File: config.mk
export PLATFORM = sky130hd
export DESIGN_NAME = charlieplex_led_scanner_unit_flat
export DESIGN_NICKNAME = d
export VERILOG_FILES = /design/src/design/clps_pkg.sv /design/src/design/clps_if.sv /design/src/design/clps_decode.sv /design/src/design/clps_row_table.sv /design/src/design/charlieplex_led_scanner_unit.sv /design/src/flat_wrapper.sv
export SDC_FILE = /design/constraint.sdc
export NUM_CORES = 1
export LEC_CHECK = 0
export BUFFER_PORTS_ARGS = -buffer_cell sky130_fd_sc_hd__buf_2
export CAP_MARGIN = 10
export CORE_UTILIZATION = 66
export CTS_CLUSTER_SIZE = 10
export DETAILED_ROUTE_END_ITERATION = 10
export GPL_TIMING_DRIVEN = 0
export PLACE_DENSITY = 0.87
export SLEW_MARGIN = 20
export SYNTH_ARGS = -nofsm -noshare
export SYNTH_HDL_FRONTEND = slang
export SYNTH_HIERARCHICAL = 1
export SYNTH_SLANG_ARGS = --single-unit
File: constraint.sdc
create_clock -name clk -period 16 [get_ports clk]
set_input_delay 4 -clock clk [delete_from_list [all_inputs] [get_ports clk]]
set_output_delay 4 -clock clk [all_outputs]
set_load 0.1 [all_outputs]
File: src/design/clps_pkg.sv
// Shared types and constants for the charlieplex LED scanner.
// Holds field widths, operation and register codes, and the pixel write word.
// No dependencies.
`default_nettype none

package clps_pkg;

	localparam int MODE_W    = 2;
	localparam int INDEX_W   = 8;
	localparam int PIN_W     = 16;
	localparam int ROW_OUT_W = 4;
	localparam int TIME_W    = 15;
	localparam int COUNT_W   = 16;
	localparam int PIX_IDX_W = 4;
	localparam int CFG_IDX_W = 1;

	localparam int PIN_COUNT_DEF = 16;

	localparam logic [TIME_W-1:0] ON_TIME_RST  = 15'd100;
	localparam logic [TIME_W-1:0] OFF_TIME_RST = 15'd10;

	typedef enum logic [MODE_W-1:0] {
		MODE_SET_PIXEL = 2'd0,
		MODE_START     = 2'd1,
		MODE_TICK      = 2'd2,
		MODE_NONE      = 2'd3
	} mode_t;

	typedef enum logic [CFG_IDX_W-1:0] {
		CFG_ON_TIME  = 1'b0,
		CFG_OFF_TIME = 1'b1
	} cfg_idx_t;

	// one pixel write: wr marks an in-range index
	typedef struct packed {
		logic                 wr;
		logic [PIX_IDX_W-1:0] row;
		logic [PIX_IDX_W-1:0] col;
		logic                 lit;
	} clps_pix_t;

endpackage

`default_nettype wire

File: src/design/clps_if.sv
// Valid/ready channel interfaces for the scanner's input and result words.
// Depends on clps_pkg for field widths.
`default_nettype none

interface clps_in_if import clps_pkg::*; ();
	logic               valid;
	logic               ready;
	logic [MODE_W-1:0]  mode;
	logic [INDEX_W-1:0] pixel_index;
	logic               lit;

	modport source(output valid, output mode, output pixel_index, output lit, input ready);
	modport sink(input valid, input mode, input pixel_index, input lit, output ready);
endinterface

interface clps_out_if import clps_pkg::*; ();
	logic                 valid;
	logic                 ready;
	logic [PIN_W-1:0]     pin_enable;
	logic [PIN_W-1:0]     pin_level;
	logic                 scanning;
	logic [ROW_OUT_W-1:0] next_row;

	modport source(output valid, output pin_enable, output pin_level, output scanning,
		output next_row, input ready);
	modport sink(input valid, input pin_enable, input pin_level, input scanning,
		input next_row, output ready);
endinterface

`default_nettype wire

File: src/design/clps_decode.sv
// Splits an LED number into driving row and column, skipping the diagonal.
// Depends on clps_pkg. Pure combinational: compares against constant row bases.
`default_nettype none

module clps_decode import clps_pkg::*; #(
	parameter int PIN_COUNT = PIN_COUNT_DEF
) (
	input  wire logic [INDEX_W-1:0] pixel_index,
	input  wire logic               lit,
	output clps_pix_t               pix
);

	localparam int DIVISOR = PIN_COUNT - 1;
	localparam int LIMIT   = PIN_COUNT * DIVISOR;

	logic [PIX_IDX_W-1:0] row;
	logic [INDEX_W-1:0]   base;
	logic [INDEX_W-1:0]   rem;

	// row = number of row bases at or below the index
	always_comb begin
		row = '0;
		for (int k = 1; k < PIN_COUNT; k++) begin
			if ({1'b0, pixel_index} >= (INDEX_W+1)'(k * DIVISOR))
				row = PIX_IDX_W'(k);
		end
		base = INDEX_W'(int'(row) * DIVISOR);
		rem  = pixel_index - base;
	end

	always_comb begin
		pix.wr  = ({1'b0, pixel_index} < (INDEX_W+1)'(LIMIT));
		pix.row = row;
		// step over the row's own pin
		pix.col = rem[PIX_IDX_W-1:0] +
			PIX_IDX_W'(rem >= {{(INDEX_W-PIX_IDX_W){1'b0}}, row});
		pix.lit = lit;
	end

endmodule

`default_nettype wire

File: src/design/clps_row_table.sv
// Lit-column table: one bit per LED, one row per driving pin.
// Depends on clps_pkg. Single bit write port, one combinational row read.
`default_nettype none

module clps_row_table import clps_pkg::*; #(
	parameter int PIN_COUNT = PIN_COUNT_DEF,
	localparam int ROW_W = $clog2(PIN_COUNT)
) (
	input  wire logic                 clk,
	input  wire logic                 arst_n,
	input  wire clps_pix_t            wr,
	input  wire logic [ROW_W-1:0]     rd_row,
	output logic      [PIN_COUNT-1:0] rd_data
);

	logic [PIN_COUNT-1:0] lit_q [PIN_COUNT];

	always_ff @(posedge clk or negedge arst_n) begin
		if (!arst_n) begin
			for (int i = 0; i < PIN_COUNT; i++)
				lit_q[i] <= '0;
		end else if (wr.wr) begin
			lit_q[wr.row[ROW_W-1:0]][wr.col[ROW_W-1:0]] <= wr.lit;
		end
	end

	assign rd_data = lit_q[rd_row];

endmodule

`default_nettype wire

File: src/design/charlieplex_led_scanner_unit.sv
// Charlieplex LED scanner: one input word in, one result word out per accept.
// The input word is held in the input register, then the result in the result register.
// Throughput: one word per cycle while the result channel is not stalled.
// Reset clears the row table, counter, row pointer and scan flag, all pins to
// high impedance, and loads on_time = 100, off_time = 10.
`default_nettype none

module charlieplex_led_scanner_unit import clps_pkg::*; #(
	parameter int PIN_COUNT = PIN_COUNT_DEF
) (
	input  wire logic                 clk,
	input  wire logic                 arst_n,
	clps_in_if.sink                   in_ch,
	clps_out_if.source                out_ch,
	input  wire logic                 cfg_we,
	input  wire logic [CFG_IDX_W-1:0] cfg_index,
	input  wire logic [TIME_W-1:0]    cfg_data
);

	localparam int ROW_W = $clog2(PIN_COUNT);

	// input stage
	logic      valid_s1;
	mode_t     mode_s1;
	clps_pix_t pix_s1;
	clps_pix_t pix_dec;
	clps_pix_t pix_wr;

	// scan state
	logic [TIME_W-1:0]    on_q, off_q;
	logic [COUNT_W-1:0]   tick_q, tick_d;
	logic [ROW_W-1:0]     row_q, row_d;
	logic                 run_q, run_d;
	logic [PIN_COUNT-1:0] en_q, en_d;
	logic [PIN_COUNT-1:0] lvl_q, lvl_d;
	logic [PIN_COUNT-1:0] row_lit;

	// tick arithmetic
	logic [COUNT_W-1:0]   period;
	logic [COUNT_W:0]     tick_inc;
	logic                 wrap;
	logic [COUNT_W-1:0]   tick_next;
	logic                 load;
	logic [PIN_COUNT-1:0] row_pin;
	logic [ROW_W-1:0]     row_adv;

	// result register
	logic                 out_valid_q;
	logic [PIN_W-1:0]     out_en_q, out_lvl_q;
	logic                 out_run_q;
	logic [ROW_OUT_W-1:0] out_row_q;

	logic advance;

	assign advance     = valid_s1 && (!out_valid_q || out_ch.ready);
	assign in_ch.ready = !valid_s1 || advance;

	clps_decode #(.PIN_COUNT(PIN_COUNT)) u_decode (
		.pixel_index (in_ch.pixel_index),
		.lit         (in_ch.lit),
		.pix         (pix_dec)
	);

	always_ff @(posedge clk or negedge arst_n) begin
		if (!arst_n)
			valid_s1 <= 1'b0;
		else if (in_ch.ready)
			valid_s1 <= in_ch.valid;
	end

	always_ff @(posedge clk) begin
		if (in_ch.ready && in_ch.valid) begin
			mode_s1 <= mode_t'(in_ch.mode);
			pix_s1  <= pix_dec;
		end
	end

	always_comb begin
		pix_wr    = pix_s1;
		pix_wr.wr = pix_s1.wr && advance && (mode_s1 == MODE_SET_PIXEL);
	end

	clps_row_table #(.PIN_COUNT(PIN_COUNT)) u_row_table (
		.clk     (clk),
		.arst_n  (arst_n),
		.wr      (pix_wr),
		.rd_row  (row_q),
		.rd_data (row_lit)
	);

	always_comb begin
		period    = COUNT_W'({1'b0, on_q}) + COUNT_W'({1'b0, off_q});
		tick_inc  = {1'b0, tick_q} + (COUNT_W+1)'(1);
		wrap      = (tick_inc >= {1'b0, period});
		tick_next = wrap ? '0 : tick_inc[COUNT_W-1:0];
		load      = (tick_next == COUNT_W'({1'b0, off_q}));
		row_pin   = PIN_COUNT'(1) << row_q;
		row_adv   = (row_q == ROW_W'(PIN_COUNT - 1)) ? '0 : row_q + ROW_W'(1);
	end

	always_comb begin
		tick_d = tick_q;
		row_d  = row_q;
		run_d  = run_q;
		en_d   = en_q;
		lvl_d  = lvl_q;
		unique case (mode_s1)
			MODE_START: begin
				if (!run_q) begin
					tick_d = '0;
					row_d  = '0;
					run_d  = 1'b1;
				end
			end
			MODE_TICK: begin
				if (run_q) begin
					tick_d = tick_next;
					if (wrap)
						lvl_d = '0;
					// load wins over the wrap's clear
					if (load) begin
						en_d  = row_lit | row_pin;
						lvl_d = row_pin;
						row_d = row_adv;
					end
				end
			end
			MODE_SET_PIXEL, MODE_NONE: begin
			end
			default: begin
			end
		endcase
	end

	always_ff @(posedge clk or negedge arst_n) begin
		if (!arst_n) begin
			tick_q <= '0;
			row_q  <= '0;
			run_q  <= 1'b0;
			en_q   <= '0;
			lvl_q  <= '0;
		end else if (advance) begin
			tick_q <= tick_d;
			row_q  <= row_d;
			run_q  <= run_d;
			en_q   <= en_d;
			lvl_q  <= lvl_d;
		end
	end

	always_ff @(posedge clk or negedge arst_n) begin
		if (!arst_n) begin
			on_q  <= ON_TIME_RST;
			off_q <= OFF_TIME_RST;
		end else if (cfg_we) begin
			unique case (cfg_idx_t'(cfg_index))
				CFG_ON_TIME:  on_q  <= cfg_data;
				CFG_OFF_TIME: off_q <= cfg_data;
				default: begin
				end
			endcase
		end
	end

	// hold the result word until taken
	always_ff @(posedge clk or negedge arst_n) begin
		if (!arst_n)
			out_valid_q <= 1'b0;
		else if (advance)
			out_valid_q <= 1'b1;
		else if (out_ch.ready)
			out_valid_q <= 1'b0;
	end

	always_ff @(posedge clk) begin
		if (advance) begin
			out_en_q  <= PIN_W'(en_d);
			out_lvl_q <= PIN_W'(lvl_d);
			out_run_q <= run_d;
			out_row_q <= ROW_OUT_W'(row_d);
		end
	end

	assign out_ch.valid      = out_valid_q;
	assign out_ch.pin_enable = out_en_q;
	assign out_ch.pin_level  = out_lvl_q;
	assign out_ch.scanning   = out_run_q;
	assign out_ch.next_row   = out_row_q;

`ifndef SYNTH
	a_row_in_range: assert property (@(posedge clk) disable iff (!arst_n)
		row_q <= ROW_W'(PIN_COUNT - 1))
		else $error("row pointer past last pin");

	a_level_onehot: assert property (@(posedge clk) disable iff (!arst_n)
		$onehot0(lvl_q))
		else $error("more than one pin driven high");

	a_level_driven: assert property (@(posedge clk) disable iff (!arst_n)
		(lvl_q & ~en_q) == '0)
		else $error("high level on an undriven pin");

	a_run_sticky: assert property (@(posedge clk) disable iff (!arst_n)
		run_q |=> run_q)
		else $error("scan flag dropped");

	a_stall_holds_s1: assert property (@(posedge clk) disable iff (!arst_n)
		!in_ch.ready |-> valid_s1 && out_valid_q && !out_ch.ready)
		else $error("input stalled without a blocked result");
`endif

endmodule

`default_nettype wire

File: src/flat_wrapper.sv
// flat-port wrapper written by rule: the top's interface ports become plain ports
module charlieplex_led_scanner_unit_flat import clps_pkg::*;
#(
	parameter int PIN_COUNT = PIN_COUNT_DEF
)
  (clk, arst_n, cfg_we, cfg_index, cfg_data, in_ch_valid, in_ch_mode, in_ch_pixel_index, in_ch_lit, in_ch_ready, out_ch_valid, out_ch_pin_enable, out_ch_pin_level, out_ch_scanning, out_ch_next_row, out_ch_ready);
  clps_in_if in_ch_i ();
  clps_out_if out_ch_i ();
  input  wire logic clk;
  input  wire logic arst_n;
  input  wire logic cfg_we;
  input  wire logic [CFG_IDX_W-1:0] cfg_index;
  input  wire logic [TIME_W-1:0] cfg_data;
  input wire logic [$bits(in_ch_i.valid)-1:0] in_ch_valid;
  input wire logic [$bits(in_ch_i.mode)-1:0] in_ch_mode;
  input wire logic [$bits(in_ch_i.pixel_index)-1:0] in_ch_pixel_index;
  input wire logic [$bits(in_ch_i.lit)-1:0] in_ch_lit;
  output wire logic [$bits(in_ch_i.ready)-1:0] in_ch_ready;
  output wire logic [$bits(out_ch_i.valid)-1:0] out_ch_valid;
  output wire logic [$bits(out_ch_i.pin_enable)-1:0] out_ch_pin_enable;
  output wire logic [$bits(out_ch_i.pin_level)-1:0] out_ch_pin_level;
  output wire logic [$bits(out_ch_i.scanning)-1:0] out_ch_scanning;
  output wire logic [$bits(out_ch_i.next_row)-1:0] out_ch_next_row;
  input wire logic [$bits(out_ch_i.ready)-1:0] out_ch_ready;
  assign in_ch_i.valid = in_ch_valid;
  assign in_ch_i.mode = in_ch_mode;
  assign in_ch_i.pixel_index = in_ch_pixel_index;
  assign in_ch_i.lit = in_ch_lit;
  assign in_ch_ready = in_ch_i.ready;
  assign out_ch_valid = out_ch_i.valid;
  assign out_ch_pin_enable = out_ch_i.pin_enable;
  assign out_ch_pin_level = out_ch_i.pin_level;
  assign out_ch_scanning = out_ch_i.scanning;
  assign out_ch_next_row = out_ch_i.next_row;
  assign out_ch_i.ready = out_ch_ready;
  charlieplex_led_scanner_unit #(.PIN_COUNT(PIN_COUNT)) u_core (.clk(clk), .arst_n(arst_n), .in_ch(in_ch_i), .out_ch(out_ch_i), .cfg_we(cfg_we), .cfg_index(cfg_index), .cfg_data(cfg_data));
endmodule
==> results of run 1 <==
-- Yosys cell counts, drive strengths merged, types with 23 or more instances --
| cell | number |
|---|---|
| a21oi | 27 |
| a22oi | 33 |
| a32o | 29 |
| buf | 67 |
| clkbuf | 107 |
| dfrtp | 336 |
| edfxtp | 49 |
| ha | 65 |
| inv | 43 |
| mux2 | 320 |
| mux4 | 64 |
| nand2 | 65 |
| nand3 | 27 |
| nor2 | 30 |
| nor3 | 199 |
| nor4 | 71 |
| o21ai | 34 |
| xnor2 | 23 |
-- power breakdown --
group	internal, uW	switching [uW]
clock	526	398
combinational	218	452
sequential	1060	46.4
-- path summary, 6_finish.rpt --
| check | from | to | slack, ns | depth (start not counted) |
|---|---|---|---|---|
| worst max-delay path | in_ch_pixel_index[2] | u_core/pix_s1[3] | 7.23 | 25 |
| worst min-delay path | u_core/lvl_q[6] | u_core/lvl_q[6] | 0.50 | 1 |
| worst max register to register | u_core/off_q[0] | u_core/out_ch.pin_enable[7] | 8.91 | 21 |
| worst min register to register | u_core/lvl_q[6] | u_core/lvl_q[6] | 0.50 | 1 |
| max in group asynchronous | arst_n | u_core/u_row_table/lit_q[19] | 11.73 | 2 |
| min in group asynchronous | arst_n | u_core/on_q[7] | 3.38 | 1 |
-- worst max-delay path, delay by kind of cell --
kind	cells	cell delay, ns
AOI/OAI and AO/OA	7	1.02
adders and majority gates	8	2.35
buffers and inverters	5	0.66
and+or+nand+nor	4	0.90
xor gates and xnor gates	1	0.15
-- per-stage QoR --
| stage | std cells | cell area (sq um) | setup slack, ns |
|---|---|---|---|
| 2_1_floorplan | 1819 | 21870 | 7.178 |
| 6_report | 2401 | 24140 | 7.227 |
| 4_1_cts | 2401 | 24140 | 7.226 |
| 5_1_grt | 2401 | 24140 | 6.892 |
| 3_5_place_dp | 2332 | 22860 | 6.657 |
| 3_3_place_gp | 2329 | 22770 | 4.506 |
-- per-layer routing --
metal / global-route usage / share of wire / up-vias
met5: 0.01481 / 0.0019 / -
met4: 0.2147 / 0.063 / 6
met3: 0.1296 / 0.13 / 382
met2: 0.5839 / 0.45 / 1260
met1: 0.4711 / 0.36 / 8449
li1: - / - / 7080
-- state kept, by name, indices dropped and copies added, names as in the netlist --
| name | cells |
|---|---|
| u_core/tick_q | 16 |
| u_core/en_q | 16 |
| u_core/out_ch.scanning | 1 |
| u_core/on_q | 15 |
| u_core/off_q | 15 |
| u_core/lvl_q | 16 |
| u_core/u_row_table/lit_q | 256 |
| u_core/out_ch.next_row | 4 |
| u_core/row_q | 4 |
| u_core/run_q | 1 |
| u_core/out_ch.pin_level | 16 |
| u_core/out_ch.valid | 1 |
| u_core/valid_s1 | 1 |
| u_core/pix_s1 | 10 |
| u_core/out_ch.pin_enable | 16 |
| u_core/mode_s1 | 2 |
-- logic make-up after synthesis --
kind of cell,count (synthesis)
and+or+nand+nor,492
adders and majority gates,75
DFF,390
AOI/OAI and AO/OA,212
xor gates and xnor gates,42
muxes,389
buffers and inverters,219
-- layout make-up --
class / instances / area (sq um)
clock buffer: 67 / 1229
tap: 442 / 553.0
inverter: 45 / 170.2
clock inverter: 2 / 46.29
fill: 2040 / 8399
multi-input combinational: 1210 / 10890
timing repair buffer: 71 / 432.9
buffer: 174 / 804.5
sequential: 390 / 10010
==> impl_metrics.json, run 1 <==
{
  "design_power_total_uw": 2702,
  "fin_setup_tns_ns": 0,
  "maxCapViolations": 0,
  "rows": 66,
  "route.final.wire_length_microns": 63320,
  "start_util": 0.6723,
  "worst_slew_margin_rel": 0.2666,
  "max-clock-path-buffers": 3,
  "dr_total_vias": 17177,
  "yosys_register_bits": 390,
  "area_fraction_of_the_dominant_cell_type_after_synthesis": 0.3844,
  "boundaryPins": 71,
  "globalRoute.totalOverflow": 0,
  "root_buffer": "clkbuf_16",
  "dr.pass1.iters": 11,
  "clkTransAtPathRegs_ns": 0.06,
  "post_synth_adder_cell_area": 0.04587,
  "outcome": "finished with violations",
  "p_leak_uw": 0.01058,
  "max-vdd-ir-drop_uv": 81.16,
  "detailedRoute.firstIterationViolations": 2260,
  "grt_pass1_vias": 17442,
  "synth_ff_type": "dfrtp_1",
  "worstPathArrival_ns": 9.06,
  "cts_sinks": 390,
  "timing.final.hold_violations": 0,
  "critPathSlowestCell": "fa_1",
  "yosys_warnings": 6,
  "tightestPinTransition_ns": 1.091,
  "setup-violations-final": 0,
  "final_net_count": 2043,
  "layout.cells.most_common_list": "dfrtp_1 (336), mux2_2 (316), nor3_1 (182)",
  "post_synthesis_share_of_cell_area_spent_on_and_or_nand_and_nor_gates": 0.1281,
  "syn_inst": 1819,
  "cts_hold_buf": 0,
  "post_synth_num_cell_types": 94,
  "path_max_fanout": 10,
  "whs_ns": 0.4966,
  "ctsResizeCount": 0,
  "route.detailed.vias_per_inst": 7.154,
  "fp.dieH_microns": 184.1,
  "areaGrowthSynthToFinish_pct": 10.34,
  "final_antenna_net_count": 0,
  "synthTopCellsByArea": "dfrtp_1 (38%), mux2_2 (16%), edfxtp_1 (6.7%)",
  "clk_latency_ns": 0.57,
  "grt_antenna_before_repair": 2,
  "fin_skew_ns": 0.02827,
  "mapped_nets": 1925,
  "cp_most_frequent_cell": "ha_1",
  "core_area_sq_um": 32540,
  "synthDominantAreaCellType": "dfrtp_1",
  "routabilityCongestion": 0.9696,
  "yosysSeqAreaShare": 0.4576,
  "cts_made_buffers": 45,
  "post_drt_wl_per_cell_microns": 26.37,
  "groute.usage.overall": 0.3806,
  "worstSetupStartpointType": "input port",
  "synth.avg_cell_area_sq_um": 12.03,
  "insertedDiodeCount": 0,
  "worst-setup-path-type": "input port to flip-flop",
  "syn-cell-area_sq_um": 21870,
  "final_min_period_over_clock_period": 0.5483,
  "slowest_delay_ns": 0.46,
  "dp.final_hpwl_microns": 43070,
  "ys_async_sr_fraction": 0.8744,
  "cts.repair_timing.setup_buffer_count": 0,
  "period_minus_slack_ns": 8.773,
  "post-route-drc-count": 15,
  "grt_setup_unrepaired": "no",
  "achievable-frequency_ghz": 0.1140,
  "hold_class": "flip-flop to flip-flop",
  "synth_xor_area_frac": 0.01745,
  "postLayoutCoreUtil": 0.7418,
  "failed_checks": "DRC",
  "grt_start_max_net_pins": 102,
  "grt_first_pass_wirelength_microns": 97480,
  "synth-compound-area-share": 0.07339,
  "critical_path.endpoint_type": "flip-flop",
  "cts_max_level": 2,
  "dominant_combinational_cell_family_by_area_after_synthesis": "multiplexers",
  "design.die.area_sq_um": 33880,
  "synthMuxAreaShare": 0.2331,
  "synth-edff-count": 49,
  "cp_data_required_time_ns": 16.28,
  "power_per_cell_area_nw_per_um2": 111.9,
  "die_width_microns": 184.1,
  "final_common_cell": "dfrtp_1",
  "maxSlewViolCount": 0,
  "layout-drive-gt1-share": 0.3037,
  "place.port_buffers": 68,
  "cts_tree": "yes"
}
(Power assumes the default switching activity.)
==> inputs of run 2 (changes only) <==
--- a/config.mk
+++ b/config.mk
@@ -7,11 +7,11 @@
 export LEC_CHECK = 0
 export BUFFER_PORTS_ARGS = -buffer_cell sky130_fd_sc_hd__buf_2
 export CAP_MARGIN = 10
-export CORE_UTILIZATION = 66
+export CORE_UTILIZATION = 63
 export CTS_CLUSTER_SIZE = 10
 export DETAILED_ROUTE_END_ITERATION = 10
 export GPL_TIMING_DRIVEN = 0
-export PLACE_DENSITY = 0.87
+export PLACE_DENSITY = 0.84
 export SLEW_MARGIN = 20
 export SYNTH_ARGS = -nofsm -noshare
 export SYNTH_HDL_FRONTEND = slang
==> constraint.sdc (replaced) <==
create_clock -name clk -period 8.1 [get_ports clk]
set_input_delay 2.025 -clock clk [delete_from_list [all_inputs] [get_ports clk]]
set_output_delay 2.025 -clock clk [all_outputs]
set_load 0.1 [all_outputs]
==> impl_metrics.json, run 2 (synthesis gave the netlist of run 1 again) <==
{
  "max-vdd-ir-drop_uv": 152.5,
  "postLayoutCoreUtil": 0.7120,
  "worstSetupStartpointType": "input port",
  "final_common_cell": "dfrtp_1",
  "design.die.area_sq_um": 35470,
  "grt_start_max_net_pins": 102,
  "boundaryPins": 71,
  "place_worst_setup_slack_ns": 0.7318,
  "maxCapViolations": 0,
  "cts_tree": "yes",
  "critical_path.endpoint_type": "flip-flop",
  "globalRoute.totalOverflow": 0,
  "seq_power_share": 0.414,
  "fp.dieH_microns": 188.3,
  "hold_class": "flip-flop to flip-flop",
  "routabilityCongestion": 0.9753,
  "clkTransAtPathRegs_ns": 0.06,
  "netSwitchingPower_uw": 1736,
  "setup-violations-final": 0,
  "outcome": "finished clean",
  "cts_max_level": 2,
  "route.detailed.vias_per_inst": 6.987,
  "cts_hold_buf": 0,
  "cts_made_buffers": 45,
  "layout.cells.most_common_list": "dfrtp_1 (336), mux2_2 (316), nor3_1 (182)",
  "fin_skew_ns": 0.02503,
  "achievable-frequency_ghz": 0.1476,
  "tightestPinTransition_ns": 1.003,
  "final_net_count": 2043,
  "grt_pass1_vias": 17032,
  "worst-setup-path-type": "input port to flip-flop",
  "worst_slew_margin_rel": 0.3313,
  "design_power_total_uw": 5279,
  "post-route-drc-count": 0,
  "dp.final_hpwl_microns": 42520,
  "layout-drive-gt1-share": 0.3038,
  "worstPathArrival_ns": 7.06,
  "place.port_buffers": 68,
  "groute.usage.overall": 0.3514,
  "largest_reg_flops": 256,
  "post_drt_wl_per_cell_microns": 25.47,
  "areaGrowthSynthToFinish_pct": 10.23,
  "max-clock-path-buffers": 3,
  "grt_first_pass_wirelength_microns": 96500,
  "dr_total_vias": 16789,
  "timing.final.hold_violations": 0,
  "power_switching_share": 0.3289,
  "p_leak_uw": 0.01058,
  "insertedDiodeCount": 0,
  "ctsResizeCount": 0,
  "cellInternalPower_uw": 3543,
  "route.final.wire_length_microns": 61200,
  "dr.pass1.iters": 6,
  "die_width_microns": 188.3,
  "detailedRoute.firstIterationViolations": 1901,
  "grt_antenna_before_repair": 2,
  "final_min_period_over_clock_period": 0.8362,
  "period_minus_slack_ns": 6.774,
  "core_area_sq_um": 33870,
  "root_buffer": "clkbuf_16",
  "cp_data_required_time_ns": 8.38,
  "rows": 67,
  "grt_setup_unrepaired": "no",
  "clk_latency_ns": 0.57,
  "cts.repair_timing.setup_buffer_count": 0,
  "top_register": "u_core/u_row_table/lit_q",
  "timing.final.ws_setup_ns": 1.326,
  "path_max_fanout": 10,
  "final_antenna_net_count": 0,
  "cts_sinks": 390,
  "comb_power_share": 0.247,
  "power_frac_clock": 0.339,
  "start_util": 0.6459,
  "power_per_cell_area_nw_per_um2": 218.9,
  "maxSlewViolCount": 0
}
==> run 2: metal layers <==
| metal | global-route usage | part of all wire |
|---|---|---|
| met1 | 0.4673 | 0.38 |
| met2 | 0.5397 | 0.45 |
| met3 | 0.08139 | 0.11 |
| met4 | 0.1858 | 0.061 |
| met5 | 0 | 0.00021 |
==> run 2: critical path, cell delays in order <==
cell,delay (ns)
buf_2,0.15
buf_2,0.20
buf_6,0.16
o21ai_0,0.14
o21ai_0,0.09
and3_1,0.18
a21oi_1,0.51
inv_1,0.24
fa_1,0.55
inv_1,0.04
ha_1,0.19
fa_1,0.47
inv_1,0.04
ha_1,0.33
or4_1,0.50
o21ai_0,0.23
nand4b_1,0.11
or3_1,0.33
ha_1,0.21
ha_1,0.19
xor2_1,0.16
==> run 2: metrics by stage <==
step	std cells	TNS, ns	hold slack (ns)	cell area [sq um]
2_1_floorplan	1819	0	0.4524	21870
3_3_place_gp	2335	-474.77	0.4681	22780
3_5_place_dp	2338	0	0.4748	22870
4_1_cts	2403	0	0.4872	24100
5_1_grt	2403	0	0.5122	24110
6_report	2403	0	0.4820	24110
==> run 2: power groups by stage <==
stage | clock [uW] | combinational (uW) | sequential, uW
final | 1790 | 1300 | 2190
after CTS | 1800 | 1270 | 2190
after detailed placement | 0 | 1260 | 2220
after floorplan | 0 | 795 | 2280
after global placement | 0 | 1200 | 2210
after global routing | 1880 | 1380 | 2200
==> run 2: path summary, 6_finish.rpt <==
kind / startpoint / slack, ns / to / cells after the start
hold reg to reg: u_core/u_row_table/lit_q[240] / 0.48 / u_core/u_row_table/lit_q[240] / 1
setup / recovery: in_ch_pixel_index[2] / 1.33 / u_core/pix_s1[3] / 21
max in group asynchronous: arst_n / 5.41 / u_core/u_row_table/lit_q[214] / 3
min in group asynchronous: arst_n / 1.44 / u_core/on_q[12] / 1
setup reg to reg: u_core/off_q[0] / 1.33 / u_core/out_ch.pin_enable[5] / 21
hold / removal: u_core/u_row_table/lit_q[240] / 0.48 / u_core/u_row_table/lit_q[240] / 1
==> run 2: cell type report <==
class / instances / area, sq um
clock buffers: 62 / 1190
fillers: 2256 / 9754
multi-input cells: 1210 / 10900
clock inverters: 3 / 45.04
inverters: 45 / 170.2
plain buffers: 174 / 804.5
flip-flops and latches: 390 / 10010
well taps: 448 / 560.5
repair buffers: 71 / 432.9
